File: src/design/tcw_pkg.sv
// Shared constants, payload structs and control types for the text console writer.
`timescale 1ns / 1ps
package tcw_pkg;

   localparam int COLUMNS     = 80;
   localparam int ROWS        = 24;
   localparam int CELL_COUNT  = COLUMNS * ROWS;
   localparam int SCROLL_SPAN = COLUMNS * (ROWS - 1);

   localparam int ADDR_W   = $clog2(CELL_COUNT);
   localparam int CNT_W    = $clog2(CELL_COUNT + 1);
   localparam int COL_W    = $clog2(COLUMNS);
   localparam int CURSOR_W = 11;
   localparam int INDEX_W  = 11;
   localparam int CHAR_W   = 8;
   localparam int ATTR_W   = 8;
   localparam int CELL_W   = ATTR_W + CHAR_W;

   localparam logic [CHAR_W-1:0] NEWLINE_CODE = 8'h0a;
   localparam logic [ATTR_W-1:0] ATTR_RESET   = 8'h07;

   localparam logic ACTION_PUT  = 1'b0;
   localparam logic ACTION_READ = 1'b1;

   typedef struct packed {
      logic                 action;
      logic [CHAR_W-1:0]    char_code;
      logic [INDEX_W-1:0]   cell_index;
   } req_type;

   typedef struct packed {
      logic [CELL_W-1:0]    cell_value;
      logic [CURSOR_W-1:0]  cursor;
   } rsp_type;

   typedef struct packed {
      logic                 en;
      logic [ADDR_W-1:0]    addr;
      logic [CELL_W-1:0]    data;
   } ram_wr_type;

   typedef struct packed {
      logic                 en;
      logic [ADDR_W-1:0]    addr;
   } ram_rd_type;

   typedef struct packed {
      logic                 strobe;
      logic                 from_ram;
      logic [CURSOR_W-1:0]  cursor;
   } rsp_ctl_type;

   typedef enum logic [1:0] {
      ST_WIPE,
      ST_IDLE,
      ST_COPY,
      ST_FILL
   } state_type;

endpackage

File: src/design/tcw_ctrl.sv
// Sequencer: cursor tracking, clearing pass, scroll copy and row fill, memory access control.
`timescale 1ns / 1ps
module tcw_ctrl
   import tcw_pkg::*;
(
   input  logic              clock,
   input  logic              reset,
   input  logic              start,
   output logic              busy,
   input  req_type           req_payload,
   input  logic              csr_wr_en,
   input  logic [ATTR_W-1:0] csr_wr_data,
   input  logic [CELL_W-1:0] rd_data,
   output ram_wr_type        ram_wr,
   output ram_rd_type        ram_rd,
   output rsp_ctl_type       rsp_ctl
);

   state_type             state_ff, state_in;
   logic [CNT_W-1:0]      cnt_ff, cnt_in;
   logic [CURSOR_W-1:0]   cursor_ff, cursor_in;
   logic [COL_W-1:0]      col_ff, col_in;
   logic [ATTR_W-1:0]     attr_ff, attr_in;
   logic [CHAR_W-1:0]     code_ff, code_in;
   logic                  strobe_ff, strobe_in;
   logic                  from_ram_ff, from_ram_in;

   logic                  accept;
   logic                  is_put;
   logic                  is_nl;
   logic                  at_end;
   logic                  scroll_go;
   logic                  plain_put;
   logic                  last_copy;
   logic                  last_cell;
   logic [CNT_W-1:0]      copy_src;
   logic [CNT_W-1:0]      copy_dst;

   assign accept    = start && !busy;
   assign is_put    = (req_payload.action == ACTION_PUT);
   assign is_nl     = (req_payload.char_code == NEWLINE_CODE);
   assign at_end    = (cursor_ff >= CURSOR_W'(CELL_COUNT));
   assign scroll_go = accept && is_put && !is_nl && at_end;
   assign plain_put = accept && is_put && !is_nl && !at_end;
   assign last_copy = (cnt_ff == CNT_W'(SCROLL_SPAN));
   assign last_cell = (cnt_ff == CNT_W'(CELL_COUNT - 1));
   assign copy_src  = cnt_ff + CNT_W'(COLUMNS);
   assign copy_dst  = cnt_ff - CNT_W'(1);

   always_comb begin
      state_in = state_ff;
      unique case (state_ff)
         ST_WIPE: begin
            if (last_cell) state_in = ST_IDLE;
         end
         ST_IDLE: begin
            if (scroll_go) state_in = ST_COPY;
         end
         ST_COPY: begin
            if (last_copy) state_in = ST_FILL;
         end
         ST_FILL: begin
            if (last_cell) state_in = ST_IDLE;
         end
         default: state_in = ST_WIPE;
      endcase
   end

   always_comb begin
      busy   = 1'b1;
      ram_wr = '0;
      ram_rd = '0;
      unique case (state_ff)
         ST_WIPE: begin
            ram_wr.en   = 1'b1;
            ram_wr.addr = cnt_ff[ADDR_W-1:0];
         end
         ST_IDLE: begin
            busy = 1'b0;
            if (plain_put) begin
               ram_wr.en   = 1'b1;
               ram_wr.addr = cursor_ff[ADDR_W-1:0];
               ram_wr.data = {attr_ff, req_payload.char_code};
            end
            if (accept && !is_put) begin
               ram_rd.en   = 1'b1;
               ram_rd.addr = req_payload.cell_index[ADDR_W-1:0];
            end
         end
         ST_COPY: begin
            if (!last_copy) begin
               ram_rd.en   = 1'b1;
               ram_rd.addr = copy_src[ADDR_W-1:0];
            end
            if (cnt_ff != '0) begin
               ram_wr.en   = 1'b1;
               ram_wr.addr = copy_dst[ADDR_W-1:0];
               ram_wr.data = rd_data;
            end
         end
         ST_FILL: begin
            ram_wr.en   = 1'b1;
            ram_wr.addr = cnt_ff[ADDR_W-1:0];
            if (last_copy) ram_wr.data = {attr_ff, code_ff};
         end
         default: busy = 1'b1;
      endcase
   end

   always_comb begin
      cnt_in      = cnt_ff;
      cursor_in   = cursor_ff;
      col_in      = col_ff;
      code_in     = code_ff;
      attr_in     = csr_wr_en ? csr_wr_data : attr_ff;
      strobe_in   = (accept && !scroll_go) || (state_ff == ST_FILL && last_cell);
      from_ram_in = accept && !is_put
                    && (req_payload.cell_index < INDEX_W'(CELL_COUNT));
      case (state_ff)
         ST_WIPE: cnt_in = cnt_ff + CNT_W'(1);
         ST_COPY: if (!last_copy) cnt_in = cnt_ff + CNT_W'(1);
         ST_FILL: begin
            cnt_in = cnt_ff + CNT_W'(1);
            if (last_cell) begin
               cursor_in = CURSOR_W'(SCROLL_SPAN + 1);
               col_in    = COL_W'(1);
            end
         end
         default: begin
            if (scroll_go) begin
               cnt_in  = '0;
               code_in = req_payload.char_code;
            end
            if (plain_put) begin
               cursor_in = cursor_ff + CURSOR_W'(1);
               col_in    = (col_ff == COL_W'(COLUMNS - 1)) ? '0 : col_ff + COL_W'(1);
            end
            if (accept && is_put && is_nl && !at_end) begin
               cursor_in = cursor_ff + (CURSOR_W'(COLUMNS) - CURSOR_W'(col_ff));
               col_in    = '0;
            end
         end
      endcase
   end

   always_ff @(posedge clock) begin
      if (reset) begin
         state_ff    <= ST_WIPE;
         cnt_ff      <= '0;
         cursor_ff   <= CURSOR_W'(CELL_COUNT);
         col_ff      <= '0;
         attr_ff     <= ATTR_RESET;
         strobe_ff   <= 1'b0;
         from_ram_ff <= 1'b0;
      end else begin
         state_ff    <= state_in;
         cnt_ff      <= cnt_in;
         cursor_ff   <= cursor_in;
         col_ff      <= col_in;
         attr_ff     <= attr_in;
         strobe_ff   <= strobe_in;
         from_ram_ff <= from_ram_in;
      end
   end

   always_ff @(posedge clock) begin
      code_ff <= code_in;
   end

   assign rsp_ctl.strobe   = strobe_ff;
   assign rsp_ctl.from_ram = from_ram_ff;
   assign rsp_ctl.cursor   = cursor_ff;

endmodule
File: config.mk
export PLATFORM = sky130hd
export DESIGN_NAME = tcw_ctrl
export DESIGN_NICKNAME = d
export VERILOG_FILES = /design/src/design/tcw_pkg.sv /design/src/design/tcw_ctrl.sv
export SDC_FILE = /design/constraint.sdc
export NUM_CORES = 1
export LEC_CHECK = 0
export BUFFER_PORTS_ARGS = -buffer_cell sky130_fd_sc_hd__buf_4
export CORE_UTILIZATION = 30
export DETAILED_ROUTE_END_ITERATION = 10
export PLACE_DENSITY_LB_ADDON = 0.12
export RECOVER_POWER = 25
export SLEW_MARGIN = 20
export SYNTH_ARGS = -nofsm -noshare
export SYNTH_HDL_FRONTEND = slang
export SYNTH_SLANG_ARGS = --single-unit
export TNS_END_PERCENT = 50
File: constraint.sdc
create_clock -name clock -period 10 [get_ports clock]
set_clock_uncertainty 0.05 [all_clocks]
set_input_delay 1 -clock clock [delete_from_list [all_inputs] [get_ports clock]]
set_output_delay 1 -clock clock [all_outputs]
set_load 0.05 [all_outputs]
# Word-level counts from Yosys, hierarchy flattened
# Cells that the tools add are included.
# totals
elab_cells	83
output_inout_bits	54
input_bits	48
ff_bits	49
# classes
n_bitwise	3
order_cmp	2
n_eq_ne	12
muxes	25
reduce_logical	26
addsub	7
# ops
op	n
28-bit 2-to-1 mux	2
11-bit 2-to-1 mux	5
16-bit one-hot mux with 3 select lines	1
11-bit one-hot mux with 2 select lines	2
12-bit one-hot mux with 3 select lines	1
7-bit 2-to-1 mux	4
12-bit 2-to-1 mux	2
12-bit one-hot mux with 2 select lines	1
11-bit by 1-bit adder with 11-bit output (second input constant)	2
11-bit equality test (second input constant)	2
16-bit 2-to-1 mux	1
7-bit one-hot mux with 2 select lines	1
11-bit adder	1
11-bit by 7-bit adder with 11-bit output (second input constant)	1
11-bit greater-or-equal comparator (second input constant)	1
1-bit logical AND	11
11-bit < comparator (second input constant)	1
11-bit nonzero test	1
11-bit by 1-bit subtractor with 11-bit output (second input constant)	1
8-bit by 4-bit equality test with 1-bit output (second input constant)	1
2-bit != test (second input constant)	4
7-bit by 7-bit subtractor with 8-bit output (first input constant)	1
7-bit by 1-bit adder with 7-bit output (second input constant)	1
7-bit equality test (second input constant)	1
other kinds (15)	26

# Logic depth before layout (Yosys ltp)
# depth
depth_word	8
mapped_depth	13
depth_no_buf	13

# Worst setup path before layout
# No wires, ideal clock.
# synth_timing
path_kind	input to register
startpoint	input req_payload[13] (netlist name)
endpoint	register cursor_ff[10]
setup_ns	0.132
setup_slack_ns	5.922
required_time_ns	9.818
n_path_buf	0
arrival_ns	3.896
stages	11
cell_sequence	or4b_4 nor4b_4 nand2_1 ha_1 fa_1 a21oi_1 o22ai_1 o41ai_1 xor2_2 nor4_1 a211oi_2
# synth_via
elab_chain_len	6
elab_cells_between_ends	10
classes_between	1 x eq/ne; 2 x mux; 7 x reduce/logical
# synth_rtl
item	line_no	text
from (decl)	tcw_ctrl.sv:10	input req_type req_payload,
8-bit by 4-bit equality test with 1-bit output (*)	tcw_ctrl.sv:41	assign is_nl = (req_payload.char_code == NEWLINE_CODE);
1-bit zero test	tcw_ctrl.sv:44	assign plain_put = accept && is_put && !is_nl && !at_end;
1-bit logical AND (2 in a row)	tcw_ctrl.sv:44	
3-bit nonzero test (no source line)	n/a	
3-bit AND reduction (no source line)	n/a	
to (signal assigned)	tcw_ctrl.sv:150	cursor_ff <= CURSOR_W'(CELL_COUNT);
to (signal assigned)	tcw_ctrl.sv:158	cursor_ff <= cursor_in;
to (decl)	tcw_ctrl.sv:21	logic [CURSOR_W-1:0] cursor_ff, cursor_in;
# Every way passes the cells marked *; elsewhere a longest branch is shown, timed or not.
# A chain may end at the register's enable or synchronous reset.

==> reports/qor.txt <==
leading cell types in the layout, fill and taps excluded -> buf_4, nor2_1, nand2_1, dfxtp_1, a22oi_1
Die H -> 114 um
library cells used by synthesis -> 63
worst slack at placement -> 5510 ps
DR vias -> 3802
minimum clock period -> 4260 ps
global-route usage over all layers -> 18.5%
CP Max Fanout -> 12
critical path arrival -> 3210 ps
WHS Path Cells -> 2
die area -> 12900 um2
P per Cell Area -> 96.9 nW/um2
WL final -> 11700 um
worst path bufs/invs -> 2
fin cells -> 728
CTS Buf Count -> 5
run status -> finished with violations
core area -> 12100 um2
CTS tree -> done
HP Class -> reg2reg
share of post-route cells with drive strength above 1 -> 18.2%
hold buffers post-CTS -> 0
Syn Inst Count -> 484
PortBufs -> 101
setup_tns -> 0 ps
Worst Setup Slack, final -> 5740 ps
Reg clk slew, reported paths -> 70 ps
vias in the first global route -> 3639
Clock Latency Late Sink -> 290 ps
Nets -> 631
cell chain of the critical path -> buf_4 > and3b_1 > nand2_1 > nor2_1 > or2_1 > a22oi_1 > nor2_1 > buf_4
#FFs+latches synth -> 49
# clock sinks -> 49
asr flop ratio synth -> 0%
GR Overflow Total -> 0
Register-to-Register Path Depth -> 13
type of the worst setup path -> in2out
detailed-route wire length per cell -> 16.1 um
maximum number of pins on one net before global-route repair -> 33
Worst EP required -> 8950 ps
Synthesized Nets -> 556
critical path's slowest cell -> nor2_1
# setup viols final -> 0
Crit. End Element -> output port
row count -> 40
Max clock buf depth -> 2
reg-to-reg startpoint -> state_ff[1]$_SDFFE_PP0P_
HP Start -> attr_ff[4]$_SDFFE_PP0P_
Final Max Slew Viols -> 33
hold endpoint -> attr_ff[4]$_SDFFE_PP0P_
Starting DRT DRC Count -> 205
initial antenna violation count -> 0
Initial Util -> 30.9%
Max transition margin -> -9.43%
reg2reg end -> cursor_ff[10]$_SDFFE_PP1P_
Post-Syn Area -> 3730 um2
VDD IR max -> 0.0000550 V
failing checks -> max-capacitance violations, max-slew violations
Post-CTS Setup Repair Bufs -> 0
Final Hold Vio Count -> 0
EDFF count, synth -> 8
GPL Wtd Cong -> 0.814
Fmax -> 235 MHz
CTS root buffer -> clkbuf_16
first-pass GRT wire length -> 18900 um
Hold WS -> 451 ps
Seq/Total Area, Yosys -> 28.4%
slowest stage delay, CP -> 780 ps
syn_area_per_cell -> 7.71 um2
H-tree depth -> 2
ant diodes -> 0
period utilization -> 42.6%
Leak -> 1.77 nW
placed insts -> 720
Worst setup SP type -> input pin
cts repair resizes -> 0
Yosys warnings -> 0
Routed Antenna Nets -> 0
Least-Margin Pin Slew -> 1640 ps
First-pass DRT Iterations -> 4
R2R Setup Slk -> 6260 ps
most common cell after layout, fill and taps aside -> buf_4
family with the most delay on the worst path -> simple AND/OR/NAND/NOR gates
Remaining DRCs -> 0
vias per inst -> 5.22
top_reg_cell synth -> dfxtp_1
I/O pin count -> 102
number of max-cap violations -> 1
Post-DP HPWL -> 8700 um
Layout area overhead -> 25.3%
RSZ-0062 raised after global routing -> false
die width -> 114 um
==> logic make-up after synthesis <==
group | Yosys count | share of synthesized area, %
compound gates | 128 | 23.2
flops | 49 | 28.4
xor+xnor | 31 | 7.48
fa+ha+maj | 24 | 8.25
mux | 6 | 1.61
simple gates | 197 | 25.6
buf+inv | 49 | 5.40
==> layout make-up <==
type                       count  area, um2
clock inverter                 2       38.8
multi-input combinational    386       2480
clock buffer                   6        129
timing repair buffer         102        694
fill                        1264       7390
inverter                      15       56.3
tap                          168        210
sequential                    49       1060
==> metal layers <==
layer | track usage [%] | wire, um | vias up | part of all wire (%)
li1 | - | - | 1897 | -
met1 | 24.1 | 5400 | 1808 | 46
met3 | 2.71 | 496 | 9 | 4.2
met5 | 0 | 0 | - | 0
met4 | 5.00 | 121 | 0 | 1.0
met2 | 31.8 | 5740 | 88 | 49
==> where the power goes <==
group	switching, W	leakage [nW]	internal, W	total (W)
Combinational	0.0000261	1.28	0.0000209	0.0000471
Clock	0.0000774	0.0810	0.000119	0.000196
Sequential	0.00000575	0.405	0.000204	0.000210
Total	0.000109	1.77	0.000344	0.000453
==> flip-flops by register name (all words and copies together), names as in the netlist <==
| signal | flops |
|---|---|
| from_ram_ff | 1 |
| state_ff | 2 |
| cnt_ff | 11 |
| cursor_ff | 11 |
| code_ff | 8 |
| col_ff | 7 |
| strobe_ff | 1 |
| attr_ff | 8 |
==> worst register-to-register path, stage by stage (launching register included) <==
cell and delay (ps):
dfxtp_1 340, inv_1 120, ha_1 250, and3b_1 320, nor4b_4 430, nand2_1 110, ha_1 220, fa_1 400
a21oi_1 210, o22ai_1 130, o41ai_1 490, xor2_2 150, nor4_1 310, a211oi_2 80
==> cells in the mapped netlist, types with 3 or more instances <==
| cell type | count | share of area (%) |
|---|---|---|
| nor2_1 | 80 | 8.1 |
| dfxtp_1 | 41 | 22 |
| nand2_1 | 41 | 4.1 |
| a22oi_1 | 33 | 6.6 |
| a21oi_1 | 29 | 3.9 |
| ha_1 | 23 | 7.7 |
| clkbuf_1 | 22 | 2.2 |
| nor3_1 | 18 | 2.4 |
| xor2_1 | 17 | 4.0 |
| o21ai_0 | 16 | 2.1 |
| inv_1 | 15 | 1.5 |
| nand3_1 | 13 | 1.7 |
| xnor2_1 | 13 | 3.1 |
| buf_2 | 8 | 1.1 |
| edfxtp_1 | 8 | 6.4 |
| o21ai_1 | 8 | 1.1 |
| nor2b_1 | 7 | 1.2 |
| a31oi_1 | 6 | 1.0 |
| mux2i_1 | 6 | 1.6 |
| nand4_1 | 6 | 1.0 |
| nor4_1 | 6 | 1.0 |
| and3_1 | 4 | 0.67 |
| o211ai_1 | 4 | 0.81 |
| a211o_1 | 3 | 0.70 |
| a21o_1 | 3 | 0.60 |
| and2_1 | 3 | 0.50 |
| o2111ai_1 | 3 | 0.70 |
| o41ai_1 | 3 | 0.70 |
==> how the worst max path moves through the flow <==
stage	from	to	slack [ps]	depth (start not counted)
finish	req_payload[19]	ram_wr[11]	5740	8
global route	cnt_ff[0]$_SDFFE_PP0P_	ram_wr[13]	5470	8
CTS	cnt_ff[0]$_SDFFE_PP0P_	ram_wr[11]	5650	8
detailed placement	req_payload[13]	cursor_ff[10]$_SDFFE_PP1P_	5510	12
global placement	req_payload[13]	cursor_ff[10]$_SDFFE_PP1P_	5550	12
floorplan	req_payload[13]	cursor_ff[10]$_SDFFE_PP1P_	5920	11
==> through the flow <==
stage          total power [W]  instance area, um2  utilization, %
2_1_floorplan         0.000237                3730               -
3_3_place_gp          0.000262                4570            37.9
3_5_place_dp          0.000263                4570            37.9
4_1_cts               0.000463                4730            39.3
5_1_grt               0.000473                4670            38.8
6_report              0.000453                4670            38.8
No activity file was read; power rests on OpenSTA's default activity.
